## config.mk

```make
export PLATFORM = sky130hd
export DESIGN_NAME = dual_event_counter_status_led
export DESIGN_NICKNAME = d
export VERILOG_FILES = /design/src/rtl/decsl_pkg.sv /design/src/rtl/dual_event_counter_status_led.sv /design/src/rtl/decsl_regs.sv /design/src/rtl/decsl_counter.sv /design/src/rtl/decsl_lamp.sv
export VERILOG_INCLUDE_DIRS = /design/src /design/src/rtl
export SDC_FILE = /design/constraint.sdc
export NUM_CORES = 1
export LEC_CHECK = 0
export ABC_AREA = 1
export ABC_CLOCK_PERIOD_IN_PS = 12630
export BUFFER_PORTS_ARGS = -buffer_cell sky130_fd_sc_hd__buf_2
export CAP_MARGIN = 20
export CORE_ASPECT_RATIO = 1.5
export CORE_MARGIN = 2
export CORE_UTILIZATION = 35
export CTS_BUF_LIST = sky130_fd_sc_hd__clkbuf_8
export DETAILED_ROUTE_END_ITERATION = 10
export GPL_TIMING_DRIVEN = 0
export HOLD_SLACK_MARGIN = 0.12
export SLEW_MARGIN = 20
export SYNTH_ARGS = -nofsm -noshare
export SYNTH_HDL_FRONTEND = slang
export SYNTH_SLANG_ARGS = --single-unit
export TNS_END_PERCENT = 5
```

## constraint.sdc

```tcl
create_clock -name clk -period 12.63 [get_ports clk]
set_input_delay 1.263 -clock clk [delete_from_list [all_inputs] [get_ports clk]]
set_output_delay 1.263 -clock clk [all_outputs]
set_load 0.1 [all_outputs]
```

## src/rtl/dual_event_counter_status_led_assert.svh

```systemverilog
// ---------------------------------------------------------------------------
// Assertion macros for the dual event counter status lamp
// Concurrent checks on clk, disabled while rst is high.
// ---------------------------------------------------------------------------
`ifndef DUAL_EVENT_COUNTER_STATUS_LED_ASSERT_SVH
`define DUAL_EVENT_COUNTER_STATUS_LED_ASSERT_SVH

`ifndef SYNTHESIS

// property holds at every edge
`define DECSL_ASSERT(lbl, prop, msg) \
  lbl: assert property (@(posedge clk) disable iff (rst) (prop)) else $error(msg);

// consequence holds in the cycle after the antecedent
`define DECSL_ASSERT_NEXT(lbl, ante, cons, msg) \
  lbl: assert property (@(posedge clk) disable iff (rst) (ante) |=> (cons)) else $error(msg);

`else

`define DECSL_ASSERT(lbl, prop, msg)
`define DECSL_ASSERT_NEXT(lbl, ante, cons, msg)

`endif

`endif

```

## src/rtl/decsl_pkg.sv

```systemverilog
// ---------------------------------------------------------------------------
// decsl_pkg
// Types and constants shared by the dual event counter status lamp.
// ---------------------------------------------------------------------------
package decsl_pkg;

  localparam int CNT_W  = 14;
  localparam int PH_W   = 12;
  localparam int DIG_W  = 4;
  localparam int ADDR_W = 4;
  localparam int DATA_W = 32;

  localparam logic [CNT_W-1:0] COUNT_LIMIT = CNT_W'(9999);
  localparam logic [DIG_W-1:0] DIGIT_MAX   = DIG_W'(9);

  localparam logic [CNT_W-1:0] COUNT_MAX_RST   = CNT_W'(9999);
  localparam logic [PH_W-1:0]  FAST_PERIOD_RST = PH_W'(1000);
  localparam logic [PH_W-1:0]  SLOW_PERIOD_RST = PH_W'(2000);
  localparam logic [PH_W-1:0]  ON_TICKS_RST    = PH_W'(500);

  typedef enum logic [1:0] {
    REG_COUNT_MAX   = 2'd0,
    REG_FAST_PERIOD = 2'd1,
    REG_SLOW_PERIOD = 2'd2,
    REG_ON_TICKS    = 2'd3
  } reg_idx_t;

  typedef struct packed {
    logic [CNT_W-1:0] count_max;
    logic [PH_W-1:0]  fast_period;
    logic [PH_W-1:0]  slow_period;
    logic [PH_W-1:0]  on_ticks;
  } cfg_t;

  typedef struct packed {
    logic [DIG_W-1:0] thousands;
    logic [DIG_W-1:0] hundreds;
    logic [DIG_W-1:0] tens;
    logic [DIG_W-1:0] units;
  } digits_t;

  // binary count carried alongside its BCD digits
  typedef struct packed {
    logic [CNT_W-1:0] value;
    digits_t          digits;
  } cnt_t;

  typedef struct packed {
    logic action;
    logic count_a_active;
    logic count_b_active;
    logic clear_a_active;
    logic clear_b_active;
  } item_t;

endpackage

```

## src/rtl/dual_event_counter_status_led.sv

```systemverilog
// ---------------------------------------------------------------------------
// dual_event_counter_status_led
// Two product counters with BCD digits and a blinking status lamp.
// ---------------------------------------------------------------------------
// Input channel (in_valid / in_stall): one request per item, action 0 is a
// timer tick, action 1 a pin event with four active levels.
// Output channel (out_valid / out_stall): one result per request with the
// lamp level, both counts and their decimal digits.
// A request is taken into an input register, updated against the counter and
// phase state when it moves on from that register, and written to the output
// register. One request per cycle is sustained while out_stall is low; the
// state update is a single add and compare per counter.
// A stalled result holds in the output register while the input register
// still takes one more request; in_stall rises only when both are full.
// Reset (rst, synchronous) empties both registers, clears counts, phases and
// lamp, and loads the configuration defaults. Configuration is written over
// the APB-style port at byte address 4 * index, pready always high.
// ---------------------------------------------------------------------------
module dual_event_counter_status_led (
  input  logic                         clk,
  input  logic                         rst,
  input  logic                         psel,
  input  logic                         penable,
  input  logic                         pwrite,
  input  logic [decsl_pkg::ADDR_W-1:0] paddr,
  input  logic [decsl_pkg::DATA_W-1:0] pwdata,
  output logic [decsl_pkg::DATA_W-1:0] prdata,
  output logic                         pready,
  input  logic                         in_valid,
  output logic                         in_stall,
  input  logic                         action,
  input  logic                         count_a_active,
  input  logic                         count_b_active,
  input  logic                         clear_a_active,
  input  logic                         clear_b_active,
  output logic                         out_valid,
  input  logic                         out_stall,
  output logic                         lamp,
  output logic [decsl_pkg::CNT_W-1:0]  total_a,
  output logic [decsl_pkg::CNT_W-1:0]  total_b,
  output logic [decsl_pkg::DIG_W-1:0]  a_thousands,
  output logic [decsl_pkg::DIG_W-1:0]  a_hundreds,
  output logic [decsl_pkg::DIG_W-1:0]  a_tens,
  output logic [decsl_pkg::DIG_W-1:0]  a_units,
  output logic [decsl_pkg::DIG_W-1:0]  b_thousands,
  output logic [decsl_pkg::DIG_W-1:0]  b_hundreds,
  output logic [decsl_pkg::DIG_W-1:0]  b_tens,
  output logic [decsl_pkg::DIG_W-1:0]  b_units
);
  import decsl_pkg::*;

  `include "dual_event_counter_status_led_assert.svh"

  cfg_t  cfg;
  item_t item;
  logic  in_full;
  logic  advance;
  logic  step_evt, step_tick;
  cnt_t  cnt_a, cnt_a_next;
  cnt_t  cnt_b, cnt_b_next;
  logic  lamp_next;
  cnt_t  res_a, res_b;

  decsl_regs u_regs (
    .clk     (clk),
    .rst     (rst),
    .psel    (psel),
    .penable (penable),
    .pwrite  (pwrite),
    .paddr   (paddr),
    .pwdata  (pwdata),
    .prdata  (prdata),
    .pready  (pready),
    .cfg     (cfg)
  );

  assign advance  = in_full && (!out_valid || !out_stall);
  assign in_stall = in_full && !advance;

  always_ff @(posedge clk) begin
    if (rst) begin
      in_full <= 1'b0;
    end else if (!in_stall) begin
      in_full <= in_valid;
    end
  end

  always_ff @(posedge clk) begin
    if (!in_stall && in_valid) begin
      item <= '{action, count_a_active, count_b_active, clear_a_active, clear_b_active};
    end
  end

  assign step_evt  = advance && item.action;
  assign step_tick = advance && !item.action;

  decsl_counter u_cnt_a (
    .clk       (clk),
    .rst       (rst),
    .step      (step_evt),
    .inc       (item.count_a_active),
    .clr       (item.clear_a_active),
    .count_max (cfg.count_max),
    .cnt       (cnt_a),
    .cnt_next  (cnt_a_next)
  );

  decsl_counter u_cnt_b (
    .clk       (clk),
    .rst       (rst),
    .step      (step_evt),
    .inc       (item.count_b_active),
    .clr       (item.clear_b_active),
    .count_max (cfg.count_max),
    .cnt       (cnt_b),
    .cnt_next  (cnt_b_next)
  );

  // counts do not move on a tick, so the lamp compares the held values
  decsl_lamp u_lamp (
    .clk       (clk),
    .rst       (rst),
    .tick      (step_tick),
    .cfg       (cfg),
    .count_a   (cnt_a.value),
    .count_b   (cnt_b.value),
    .lamp_next (lamp_next)
  );

  always_ff @(posedge clk) begin
    if (rst) begin
      out_valid <= 1'b0;
    end else if (advance) begin
      out_valid <= 1'b1;
    end else if (!out_stall) begin
      out_valid <= 1'b0;
    end
  end

  always_ff @(posedge clk) begin
    if (advance) begin
      lamp  <= lamp_next;
      res_a <= cnt_a_next;
      res_b <= cnt_b_next;
    end
  end

  assign total_a     = res_a.value;
  assign a_thousands = res_a.digits.thousands;
  assign a_hundreds  = res_a.digits.hundreds;
  assign a_tens      = res_a.digits.tens;
  assign a_units     = res_a.digits.units;
  assign total_b     = res_b.value;
  assign b_thousands = res_b.digits.thousands;
  assign b_hundreds  = res_b.digits.hundreds;
  assign b_tens      = res_b.digits.tens;
  assign b_units     = res_b.digits.units;

  `DECSL_ASSERT(a_count_range, !out_valid || ((total_a <= COUNT_LIMIT) && (total_b <= COUNT_LIMIT)), "count above four digits")
  `DECSL_ASSERT(a_bcd_a_track, !out_valid || (int'(total_a) == int'(a_thousands) * 1000 + int'(a_hundreds) * 100 + int'(a_tens) * 10 + int'(a_units)), "digits of A disagree with count")
  `DECSL_ASSERT(a_bcd_b_track, !out_valid || (int'(total_b) == int'(b_thousands) * 1000 + int'(b_hundreds) * 100 + int'(b_tens) * 10 + int'(b_units)), "digits of B disagree with count")
  `DECSL_ASSERT_NEXT(a_lamp_zero, step_tick && (cnt_a.value == '0) && (cnt_b.value == '0), !lamp, "lamp lit with both counts zero")
  `DECSL_ASSERT(a_stall_full, !in_stall || in_full, "input stalled with an empty register")

endmodule

```

## src/rtl/decsl_regs.sv

```systemverilog
// ---------------------------------------------------------------------------
// decsl_regs
// APB-style configuration registers: count limit, blink periods, lit ticks.
// ---------------------------------------------------------------------------
module decsl_regs (
  input  logic                         clk,
  input  logic                         rst,
  input  logic                         psel,
  input  logic                         penable,
  input  logic                         pwrite,
  input  logic [decsl_pkg::ADDR_W-1:0] paddr,
  input  logic [decsl_pkg::DATA_W-1:0] pwdata,
  output logic [decsl_pkg::DATA_W-1:0] prdata,
  output logic                         pready,
  output decsl_pkg::cfg_t              cfg
);
  import decsl_pkg::*;

  reg_idx_t idx;
  logic     wr_en;

  assign pready = 1'b1;
  assign idx    = reg_idx_t'(paddr[ADDR_W-1:2]);
  assign wr_en  = psel && penable && pwrite && pready;

  always_ff @(posedge clk) begin
    if (rst) begin
      cfg.count_max   <= COUNT_MAX_RST;
      cfg.fast_period <= FAST_PERIOD_RST;
      cfg.slow_period <= SLOW_PERIOD_RST;
      cfg.on_ticks    <= ON_TICKS_RST;
    end else if (wr_en) begin
      unique case (idx)
        REG_COUNT_MAX:   cfg.count_max   <= pwdata[CNT_W-1:0];
        REG_FAST_PERIOD: cfg.fast_period <= pwdata[PH_W-1:0];
        REG_SLOW_PERIOD: cfg.slow_period <= pwdata[PH_W-1:0];
        REG_ON_TICKS:    cfg.on_ticks    <= pwdata[PH_W-1:0];
      endcase
    end
  end

  always_comb begin
    unique case (idx)
      REG_COUNT_MAX:   prdata = {{(DATA_W-CNT_W){1'b0}}, cfg.count_max};
      REG_FAST_PERIOD: prdata = {{(DATA_W-PH_W){1'b0}}, cfg.fast_period};
      REG_SLOW_PERIOD: prdata = {{(DATA_W-PH_W){1'b0}}, cfg.slow_period};
      REG_ON_TICKS:    prdata = {{(DATA_W-PH_W){1'b0}}, cfg.on_ticks};
    endcase
  end

endmodule

```

## src/rtl/decsl_counter.sv

```systemverilog
// ---------------------------------------------------------------------------
// decsl_counter
// Product counter kept both in binary and as four BCD digits.
// ---------------------------------------------------------------------------
module decsl_counter (
  input  logic                        clk,
  input  logic                        rst,
  input  logic                        step,
  input  logic                        inc,
  input  logic                        clr,
  input  logic [decsl_pkg::CNT_W-1:0] count_max,
  output decsl_pkg::cnt_t             cnt,
  output decsl_pkg::cnt_t             cnt_next
);
  import decsl_pkg::*;

  logic [CNT_W-1:0] lim;
  logic [CNT_W-1:0] inc_val;
  digits_t          inc_dig;

  assign lim     = (count_max > COUNT_LIMIT) ? COUNT_LIMIT : count_max;
  assign inc_val = cnt.value + CNT_W'(1);

  // count never exceeds the limit, so the thousands digit cannot overflow
  always_comb begin
    inc_dig = cnt.digits;
    if (cnt.digits.units != DIGIT_MAX) begin
      inc_dig.units = cnt.digits.units + DIG_W'(1);
    end else begin
      inc_dig.units = '0;
      if (cnt.digits.tens != DIGIT_MAX) begin
        inc_dig.tens = cnt.digits.tens + DIG_W'(1);
      end else begin
        inc_dig.tens = '0;
        if (cnt.digits.hundreds != DIGIT_MAX) begin
          inc_dig.hundreds = cnt.digits.hundreds + DIG_W'(1);
        end else begin
          inc_dig.hundreds  = '0;
          inc_dig.thousands = cnt.digits.thousands + DIG_W'(1);
        end
      end
    end
  end

  // clear wins over the increment of the same event
  always_comb begin
    cnt_next = cnt;
    if (step) begin
      if (inc) begin
        if (inc_val > lim) begin
          cnt_next = '0;
        end else begin
          cnt_next.value  = inc_val;
          cnt_next.digits = inc_dig;
        end
      end
      if (clr) begin
        cnt_next = '0;
      end
    end
  end

  always_ff @(posedge clk) begin
    if (rst) begin
      cnt <= '0;
    end else begin
      cnt <= cnt_next;
    end
  end

endmodule

```

## src/rtl/decsl_lamp.sv

```systemverilog
// ---------------------------------------------------------------------------
// decsl_lamp
// Fast and slow blink phases and the status lamp level, advanced on ticks.
// ---------------------------------------------------------------------------
module decsl_lamp (
  input  logic                        clk,
  input  logic                        rst,
  input  logic                        tick,
  input  decsl_pkg::cfg_t             cfg,
  input  logic [decsl_pkg::CNT_W-1:0] count_a,
  input  logic [decsl_pkg::CNT_W-1:0] count_b,
  output logic                        lamp_next
);
  import decsl_pkg::*;

  logic [PH_W-1:0] fast_phase, fast_phase_next, fast_inc;
  logic [PH_W-1:0] slow_phase, slow_phase_next, slow_inc;
  logic            lamp_level;
  logic            lamp_tick;

  assign fast_inc = fast_phase + PH_W'(1);
  assign slow_inc = slow_phase + PH_W'(1);

  always_comb begin
    fast_phase_next = fast_phase;
    slow_phase_next = slow_phase;
    if (tick) begin
      fast_phase_next = (fast_inc >= cfg.fast_period) ? '0 : fast_inc;
      slow_phase_next = (slow_inc >= cfg.slow_period) ? '0 : slow_inc;
    end
  end

  always_comb begin
    priority if (count_a == count_b) begin
      lamp_tick = (count_a != '0);
    end else if (count_a < count_b) begin
      lamp_tick = (fast_phase_next < cfg.on_ticks);
    end else begin
      lamp_tick = (slow_phase_next < cfg.on_ticks);
    end
  end

  assign lamp_next = tick ? lamp_tick : lamp_level;

  always_ff @(posedge clk) begin
    if (rst) begin
      fast_phase <= '0;
      slow_phase <= '0;
      lamp_level <= 1'b0;
    end else begin
      fast_phase <= fast_phase_next;
      slow_phase <= slow_phase_next;
      lamp_level <= lamp_next;
    end
  end

endmodule

```

==> run summary, run 1 <==
Status: complete, no violations
CP required: 13010 ps
Largest cells by area after synthesis: dfxtp_1 (23%), edfxtp_1 (17%), nand2_1 (14%)
Critical Path Fanout Max: 8
Net Switching: 0.457 mW
Worst Skew: 36.5 ps
Post-route DRC: 0
Max Root-Sink Buffers: 3
Power Dens Cells: 111 nW/µm²
Crit path time final: 4730 ps
Largest net degree at the start of global routing: 25
CP most frequent cell: nand2_1
Hold Buf Count CTS: 0
Clock network fraction of design power: 42.0%
Arrival @ worst endpoint: 5110 ps
Tcrit/Tclk final: 37.4%
Endpoint, Worst Hold: u_lamp.lamp_level
Hold_ws: 473 ps
Hold Crit Depth: 2
Worst reg-to-reg setup slack: 7900 ps
Metal3 WL: 1380 µm
Internal Power: 1.07 mW
DP HPWL: 26300 µm
Setup Buffers After CTS: 0
Core ar.: 33300 µm²
Synth Area in Adders: 11.3%
Number of DRC markers in iteration 0: 488
Area share of the largest cell type after synthesis: 23.2%
EDFF count, synth: 66
Comb pwr share: 12.7%
Unrepaired setup endpoints after global routing: false
CTS buffer count: 35
Synthesis-to-finish area growth: 16.2%
Vias/cell: 4.89
Gr ovfl total: 0
Reg power frac: 45.3%
Cells after synthesis: 1551
Most used DFF post-synth: dfxtp_1
Drt pass-1 iters: 5
Met2 routed WL: 17500 µm
Starting density of the core: 35.4%
Row Count: 82
Clock Latency Late Sink: 560 ps
DIE HEIGHT: 229 µm
Synthesized area per cell: 7.61 µm²
Fmax: 212 MHz
Compound-Gate Fraction of Synth Area: 13.6%
Post-synthesis sequential area ratio: 40.0%
Max-Slew Margin vs Limit: 47.7%
RR Startpoint: u_lamp.slow_phase[0]
Slowest stage delay, CP: 470 ps
CTS tree: yes
Design area: 13700 µm²
CP delay by family, top: simple AND/OR/NAND/NOR gates
Gates resized, CTS repair: 0
Sum of buffers and inverters on the critical path: 3
Post-synthesis xor/xnor area fraction: 2.74%
Setup CP Type: reg -> reg
Placed cell areas: 13000 µm²
Simple-gate share of the synthesized area: 22.6%
Static Leak: 6.69 nW
Worst Min Path Start: u_lamp.lamp_level
Final Hold Violating Endpoints: 0
Worst-Margin Slew: 784 ps
CTS root buf: clkbuf_8
Warnings, synthesis: 0
Total number of vias: 10500
Max-Cap Viols: 0
Synth area leader: dfxtp_1
Min-delay worst type: reg -> reg
Initial antenna violation count: 0
Reg2reg end: lamp
Clock transition at path regs: 70 ps
R2R cell count: 29
Final net count: 1865
H-tree depth: 2
Final WL: 33100 µm
Number of global-route vias before repair: 10300
Layout cells sized above 1: 12.5%
Crit path launch type: flip-flop
Pins over their slew limit: 0
Main combinational cell family by area after synthesis: simple AND/OR/NAND/NOR gates
Switch share: 30.0%
#FFs+latches synth: 203
Gr usage total: 18.7%
Area of the die: 35300 µm²
Setup TNS: 0 ps
Io pins: 144
Post-synthesis mux area share: 0%
Antenna cells: 0
GP Congestion: 0.926
Crit end category: flip-flop
I/O Buffers: 103
Power Total: 1.53 mW
Routed met1 length: 12300 µm
Asr flop ratio synth: 0%
First-pass GRT wire length: 52000 µm
Clock sinks: 203
Antenna Nets Post-Route: 0
Crit-path slowest cell: dfxtp_1
Final setup fails: 0
Wirelength per Cell: 15.4 µm
Synth unique cells: 45
Uppermost routed layer: met4
Maximum resistive drop on vdd: 0.0552 mV
Post-Syn Area: 11800 µm²
Utilization after layout: 41.1%
Die W: 154 µm
## registers in the layout (all words and copies together), names as in the netlist, 4 cells and up
name	cells
a_units	4
u_regs.cfg	50
u_lamp.fast_phase	12
a_thousands	4
a_hundreds	4
item	5
total_a	14
u_lamp.slow_phase	12
total_b	14
b_units	4
u_cnt_a.cnt	30
a_tens	4
b_tens	4
b_thousands	4
u_cnt_b.cnt	30
b_hundreds	4
## worst reg2reg max path, delay by kind of cell, from the launching register on
family,cells,cell delay [ps]
XOR/XNOR,1,210
AND/OR/NAND/NOR,18,1920
buffers and inverters,3,330
flip-flops,1,470
AO/OA/AOI/OAI,5,1070
adder cells (fa/ha/maj),2,580
## power by group through the flow
| stage | Clock [mW] | Sequential [mW] | Combinational, mW |
|---|---|---|---|
| 2_1_floorplan | 0 | 0.749 | 0.106 |
| 3_3_place_gp | 0 | 0.708 | 0.189 |
| 3_5_place_dp | 0 | 0.706 | 0.193 |
| 4_1_cts | 0.658 | 0.692 | 0.194 |
| 5_1_grt | 0.681 | 0.693 | 0.204 |
| 6_report | 0.640 | 0.692 | 0.193 |
## logic make-up after synthesis
logic type               count (synthesis)
buffers and inverters                  283
flip-flops                             203
adder cells (fa/ha/maj)                107
AO/OA/AOI/OAI                          282
AND/OR/NAND/NOR                        637
other                                    2
XOR/XNOR                                37
## per-layer routing
metal  up-vias  track usage [%]
met4         0             10.6
li1       5391                -
met1      4801             19.1
met5         -                0
met2       259             35.7
met3        95             2.73
## layout by cell type (no fill, tap or decap), types with 3 or more instances in the layout
master      synthesis  layout
nor2_2              3       3
clkbuf_1           39      39
nor3_1             10      10
o21ai_1             4       4
o21ai_0            68      68
inv_1             207     216
edfxtp_1           66      66
o211ai_1           36      36
o21a_1              3       3
clkbuf_8            0      39
nor2_1             94      94
o2111ai_1          13      13
nand2_1           434     434
buf_4              19      19
ha_1              107     107
conb_1              2      19
xor2_1             34      34
nand4_1            20      20
inv_2               9       9
clkinvlp_4          0       5
or2_1               4       4
o22ai_1            14      14
a21oi_1           135     134
nor3_2              4       4
clkinv_2            0       7
or2_2               5       5
xnor2_1             3       3
nand3_1            50      50
dfxtp_1           137     137
bufinv_16           0       3
buf_2               6     109
## final cells by class
class,count,area (µm²)
Fill cell,3395,19600
Multi-Input combinational cell,1082,6020
Sequential cell,203,4720
Inverter,217,817
Timing Repair Buffer,105,571
Clock buffer,39,537
Tap cell,420,526
Buffer,66,327
Clock inverter,25,200
## worst max path at each step
stage                         start    to  depth (start not counted)
6_report       u_lamp.slow_phase[0]  lamp                         29
5_1_grt        u_lamp.slow_phase[0]  lamp                         29
4_1_cts        u_lamp.slow_phase[0]  lamp                         29
3_5_place_dp              out_stall  lamp                         16
3_3_place_gp              out_stall  lamp                         16
2_1_floorplan             out_stall  lamp                         15
## per-stage QoR
step	setup WS, ps	cells
floorplan	5630	1568
global placement	2530	2091
detailed placement	7710	2093
CTS	7910	2157
global route	7430	2157
finish	7900	2157
## cells in the mapped netlist, types with 14 or more instances
| cell | n |
|---|---|
| nand3_1 | 50 |
| o211ai_1 | 36 |
| nand4_1 | 20 |
| a21oi_1 | 135 |
| dfxtp_1 | 137 |
| buf_4 | 19 |
| clkbuf_1 | 39 |
| nor2_1 | 94 |
| nand2_1 | 434 |
| o22ai_1 | 14 |
| xor2_1 | 34 |
| o21ai_0 | 68 |
| inv_1 | 207 |
| ha_1 | 107 |
| edfxtp_1 | 66 |
Power figures use the tool's default switching activity.
==> inputs of run 2 (changes only) <==
--- a/config.mk
+++ b/config.mk
@@ -7,7 +7,7 @@
 export NUM_CORES = 1
 export LEC_CHECK = 0
 export ABC_AREA = 1
-export ABC_CLOCK_PERIOD_IN_PS = 12630
+export ABC_CLOCK_PERIOD_IN_PS = 4880
 export BUFFER_PORTS_ARGS = -buffer_cell sky130_fd_sc_hd__buf_2
 export CAP_MARGIN = 20
 export CORE_ASPECT_RATIO = 1.5
==> constraint.sdc (replaced) <==
create_clock -name clk -period 4.88 [get_ports clk]
set_input_delay 0.488 -clock clk [delete_from_list [all_inputs] [get_ports clk]]
set_output_delay 0.488 -clock clk [all_outputs]
set_load 0.1 [all_outputs]
==> run summary, run 2 (synthesis results as in run 1) <==
Static Leak: 6.73 nW
First-pass GRT wire length: 51800 µm
CP required: 5280 ps
Max-Cap Viols: 0
Clock network fraction of design power: 42.1%
WP depth: 29
Antenna Nets Post-Route: 0
Design area: 13800 µm²
Core ar.: 33300 µm²
Placed cell areas: 13000 µm²
Final net count: 1872
H-tree depth: 2
Antenna cells: 0
Vias/cell: 4.90
CTS tree: yes
Final Hold Violating Endpoints: 0
Maximum resistive drop on vdd: 0.152 mV
CP most frequent cell: nand2_1
Top flop regs: u_regs.cfg x50, u_cnt_a.cnt x30, u_cnt_b.cnt x30
Internal Power: 2.79 mW
Gr ovfl total: 0
Reg2reg end: lamp
Post-route DRC: 0
DP HPWL: 26300 µm
Setup TNS: 0 ps
DIE HEIGHT: 229 µm
Critical Path Start: u_lamp.slow_phase[0]
Commonest non-fill, non-tap cell in the layout: nand2_1
Arrival @ worst endpoint: 4820 ps
Crit end category: flip-flop
Crit-path slowest cell: dfxtp_2
Clock sinks: 203
I/O Buffers: 103
Area of the die: 35300 µm²
Status: complete, no violations
Switch share: 29.4%
CTS buffer count: 37
Net Switching: 1.17 mW
Tcrit/Tclk final: 90.6%
Synthesis-to-finish area growth: 16.8%
GP Congestion: 0.920
Wirelength per Cell: 15.4 µm
Max-Slew Margin vs Limit: 52.7%
Drt pass-1 iters: 5
Setup CP Type: reg -> reg
Max Root-Sink Buffers: 3
Reg power frac: 45.2%
Number of global-route vias before repair: 10200
Comb pwr share: 12.7%
Total number of vias: 10600
Worst Skew: 31.2 ps
R2R cell count: 29
Gr usage total: 18.6%
Unrepaired setup endpoints after global routing: false
Crit path launch type: flip-flop
CP delay by family, top: simple AND/OR/NAND/NOR gates
Critical Path Fanout Max: 8
Die W: 154 µm
Layout filler cell count: 3402
Clock Latency Late Sink: 560 ps
RR Startpoint: u_lamp.slow_phase[0]
Pins over their slew limit: 0
Layout cells sized above 1: 12.4%
Min-delay worst type: in -> reg
Fmax: 226 MHz
Most frequent cells in the layout: nand2_1 (434), inv_1 (218), dfxtp_1 (136)
Initial antenna violation count: 0
CP endpoint: lamp
Starting density of the core: 35.4%
Slowest stage delay, CP: 390 ps
CTS root buf: clkbuf_8
Final setup fails: 0
Power Dens Cells: 287 nW/µm²
Clock transition at path regs: 60 ps
Crit path time final: 4420 ps
Io pins: 144
Row Count: 82
Worst reg-to-reg setup slack: 460 ps
Max reg flops: 50
Biggest register: u_regs.cfg
Final WL: 33200 µm
Worst-Margin Slew: 710 ps
Sum of buffers and inverters on the critical path: 3
Number of DRC markers in iteration 0: 439
Largest net degree at the start of global routing: 25
run 2: area by class of cell:
cell class | instances | area, µm² | share of cell area [%]
clock buffer | 41 | 564 | 4.09
inverter | 217 | 817 | 5.92
tap | 420 | 526 | 3.81
multi-input combinational | 1082 | 6030 | 43.7
buffer | 66 | 327 | 2.37
timing repair buffer | 110 | 621 | 4.50
sequential | 203 | 4730 | 34.3
clock inverter | 23 | 180 | 1.31
run 2: stage by stage:
stage | total power [mW] | hold WS [ps] | instances | setup WS, ps | utilization [%]
final | 3.96 | 186 | 2162 | 461 | 41.4
after global routing | 4.11 | 178 | 2162 | 18.4 | 41.4
after CTS | 4.01 | 160 | 2162 | 228 | 41.3
after detailed placement | 2.33 | 472 | 2093 | 253 | 38.9
after global placement | 2.32 | 465 | 2091 | -487 | 38.8
after floorplan | 2.21 | 450 | 1568 | 780 | -
run 2: metal layers:
layer / track usage [%] / up-vias / part of all wire [%]
met2: 36.6 / 244 / 55
met3: 2.94 / 73 / 3.8
met4: 9.49 / 0 / 4.5
met5: 0 / - / 0
li1: - / 5415 / -
met1: 18.5 / 4852 / 37
run 2: what timing repair did:
| item | in CTS | in global routing |
|---|---|---|
| endpoints found under the hold margin | 5 | 0 |
| hold buffers | 5 | 0 |
| gates resized for setup | 0 | 6 |
| setup buffers | 0 | 0 |
| setup endpoints to repair | 0 | 2 |
run 2: worst register-to-register path: cells and delay by family, from the launching register on:
family	cells	cell delay (ps)
and+or+nand+nor	18	1870
AOI/OAI and AO/OA	5	960
adders and majority gates	2	580
DFF	1	390
buffers and inverters	3	240
xor gates and xnor gates	1	190
run 2: worst min-delay path by stage:
stage                      start                 to  cells past startpoint
3_5_place_dp      u_regs.cfg[17]     u_regs.cfg[17]                      2
2_1_floorplan     u_regs.cfg[13]     u_regs.cfg[13]                      2
5_1_grt               pwdata[13]     u_regs.cfg[49]                      3
4_1_cts               pwdata[13]     u_regs.cfg[49]                      3
6_report              pwdata[13]     u_regs.cfg[49]                      3
3_3_place_gp   u_lamp.lamp_level  u_lamp.lamp_level                      2
run 2: power groups by stage:
| stage | logic [mW] | clock network (mW) | registers [mW] |
|---|---|---|---|
| 5_1_grt | 0.532 | 1.79 | 1.79 |
| 3_5_place_dp | 0.499 | 0 | 1.83 |
| 4_1_cts | 0.503 | 1.72 | 1.79 |
| 6_report | 0.501 | 1.67 | 1.79 |
| 3_3_place_gp | 0.489 | 0 | 1.83 |
| 2_1_floorplan | 0.275 | 0 | 1.94 |
==> inputs of run 3 (changes only) <==
==> constraint.sdc (replaced) <==
create_clock -name clk -period 4.88 [get_ports clk]
set_input_delay 0.244 -clock clk [delete_from_list [all_inputs] [get_ports clk]]
set_output_delay 0.244 -clock clk [all_outputs]
set_load 0.1 [all_outputs]
==> run summary, run 3 (synthesis results as in run 1) <==
Number of global-route vias before repair: 10300
Total number of vias: 10600
H-tree depth: 2
Max-Slew Margin vs Limit: 51.8%
Clock sinks: 203
CTS buffer count: 37
Post-route DRC: 0
Crit end category: flip-flop
Design area: 14000 µm²
Core ar.: 33300 µm²
Wirelength per Cell: 15.3 µm
Power Total: 3.97 mW
Reg power frac: 45.1%
CTS tree: yes
Final worst setup slack: 436 ps
DP HPWL: 26300 µm
Maximum resistive drop on vdd: 0.152 mV
DIE HEIGHT: 229 µm
Biggest register: u_regs.cfg
Top flop regs: u_regs.cfg x50, u_cnt_a.cnt x30, u_cnt_b.cnt x30
GP Congestion: 0.920
Layout filler cell count: 3390
Antenna cells: 0
Power Dens Cells: 284 nW/µm²
Die W: 154 µm
Vias/cell: 4.87
Setup CP Type: reg -> reg
Commonest non-fill, non-tap cell in the layout: nand2_1
Initial antenna violation count: 0
Tcrit/Tclk final: 91.1%
Crit path launch type: flip-flop
CP most frequent cell: nand2_1
Area of the die: 35300 µm²
Internal Power: 2.80 mW
Clock network fraction of design power: 42.0%
Gr ovfl total: 0
Number of DRC markers in iteration 0: 439
Final setup fails: 0
Clock transition at path regs: 60 ps
Gr usage total: 18.7%
Placed cell areas: 13000 µm²
Worst Skew: 34.0 ps
Utilization after layout: 41.9%
Critical Path Fanout Max: 8
Net Switching: 1.17 mW
CP required: 5280 ps
Arrival @ worst endpoint: 4840 ps
Antenna Nets Post-Route: 0
Max Root-Sink Buffers: 3
First-pass GRT wire length: 52000 µm
Static Leak: 6.80 nW
Max reg flops: 50
Fmax: 225 MHz
Clock Latency Late Sink: 560 ps
Synthesis-to-finish area growth: 18.2%
Pins over their slew limit: 0
Final net count: 1889
Place WS: 253 ps
Switch share: 29.4%
Min-delay worst type: in -> reg
Final Hold Violating Endpoints: 0
Crit path time final: 4440 ps
Final WL: 33300 µm
Largest net degree at the start of global routing: 25
Io pins: 144
Crit-path slowest cell: dfxtp_2
I/O Buffers: 103
Comb pwr share: 12.9%
Unrepaired setup endpoints after global routing: false
Row Count: 82
Layout cells sized above 1: 12.3%
Starting density of the core: 35.4%
Worst-Margin Slew: 723 ps
Post-Place Cells: 2093
Setup Buffers After CTS: 0
Most frequent cells in the layout: nand2_1 (434), inv_1 (218), dfxtp_1 (136)
CTS root buf: clkbuf_8
Drt pass-1 iters: 5
Max-Cap Viols: 0
Slowest stage delay, CP: 390 ps
Status: complete, no violations
Non-filler instance count after layout: 2179
[run 3: critical path, delay by kind of cell, from the launching register on]
family                   cells  cell delay, ps
adder cells (fa/ha/maj)      2             580
AO/OA/AOI/OAI                5             960
XOR/XNOR                     1             200
AND/OR/NAND/NOR             18            1890
buffers and inverters        3             250
flip-flops                   1             390
[run 3: power groups by stage]
stage,sequential (mW),clock (mW),combinational (mW)
after floorplan,1.94,0,0.275
after CTS,1.79,1.72,0.514
after global routing,1.79,1.79,0.543
final,1.79,1.67,0.513
after global placement,1.83,0,0.489
after detailed placement,1.83,0,0.499
[run 3: what timing repair did]
action                     in CTS  in global routing
setup endpoints to repair       0                  2
hold buffers                   22                  0
gates resized for setup         0                  6
hold endpoints to repair       57                  0
[run 3: metal layers]
metal  up-vias  share of wire, %  GRT usage (%)
met3        76               3.5           2.90
met1      4854                38           18.5
met4         0               4.6           9.58
met5         -                 0              0
li1       5447                 -              -
met2       241                54           36.7
[run 3: stage by stage]
stage | hold slack, ps | TNS (ps)
detailed placement | 423 | 0
finish | 200 | 0
global placement | 425 | -413
CTS | 180 | 0
global route | 235 | 0
floorplan | 343 | 0
[run 3: worst paths after layout]
check	from	endpoint	slack, ps	cells past startpoint
max reg2reg	u_lamp.slow_phase[0]	lamp	440	29
max	u_lamp.slow_phase[0]	lamp	440	29
min reg2reg	u_lamp.lamp_level	u_lamp.lamp_level	480	2
min	penable	u_regs.cfg[4]	200	5
[run 3: area by class of cell]
| type | count | area (µm²) | share of cell area, % |
|---|---|---|---|
| Multi-Input combinational cell | 1082 | 6030 | 43.2 |
| Sequential cell | 203 | 4730 | 33.9 |
| Inverter | 217 | 817 | 5.85 |
| Timing Repair Buffer | 127 | 791 | 5.66 |
| Clock buffer | 41 | 564 | 4.04 |
| Tap cell | 420 | 526 | 3.76 |
| Buffer | 66 | 327 | 2.34 |
| Clock inverter | 23 | 180 | 1.29 |
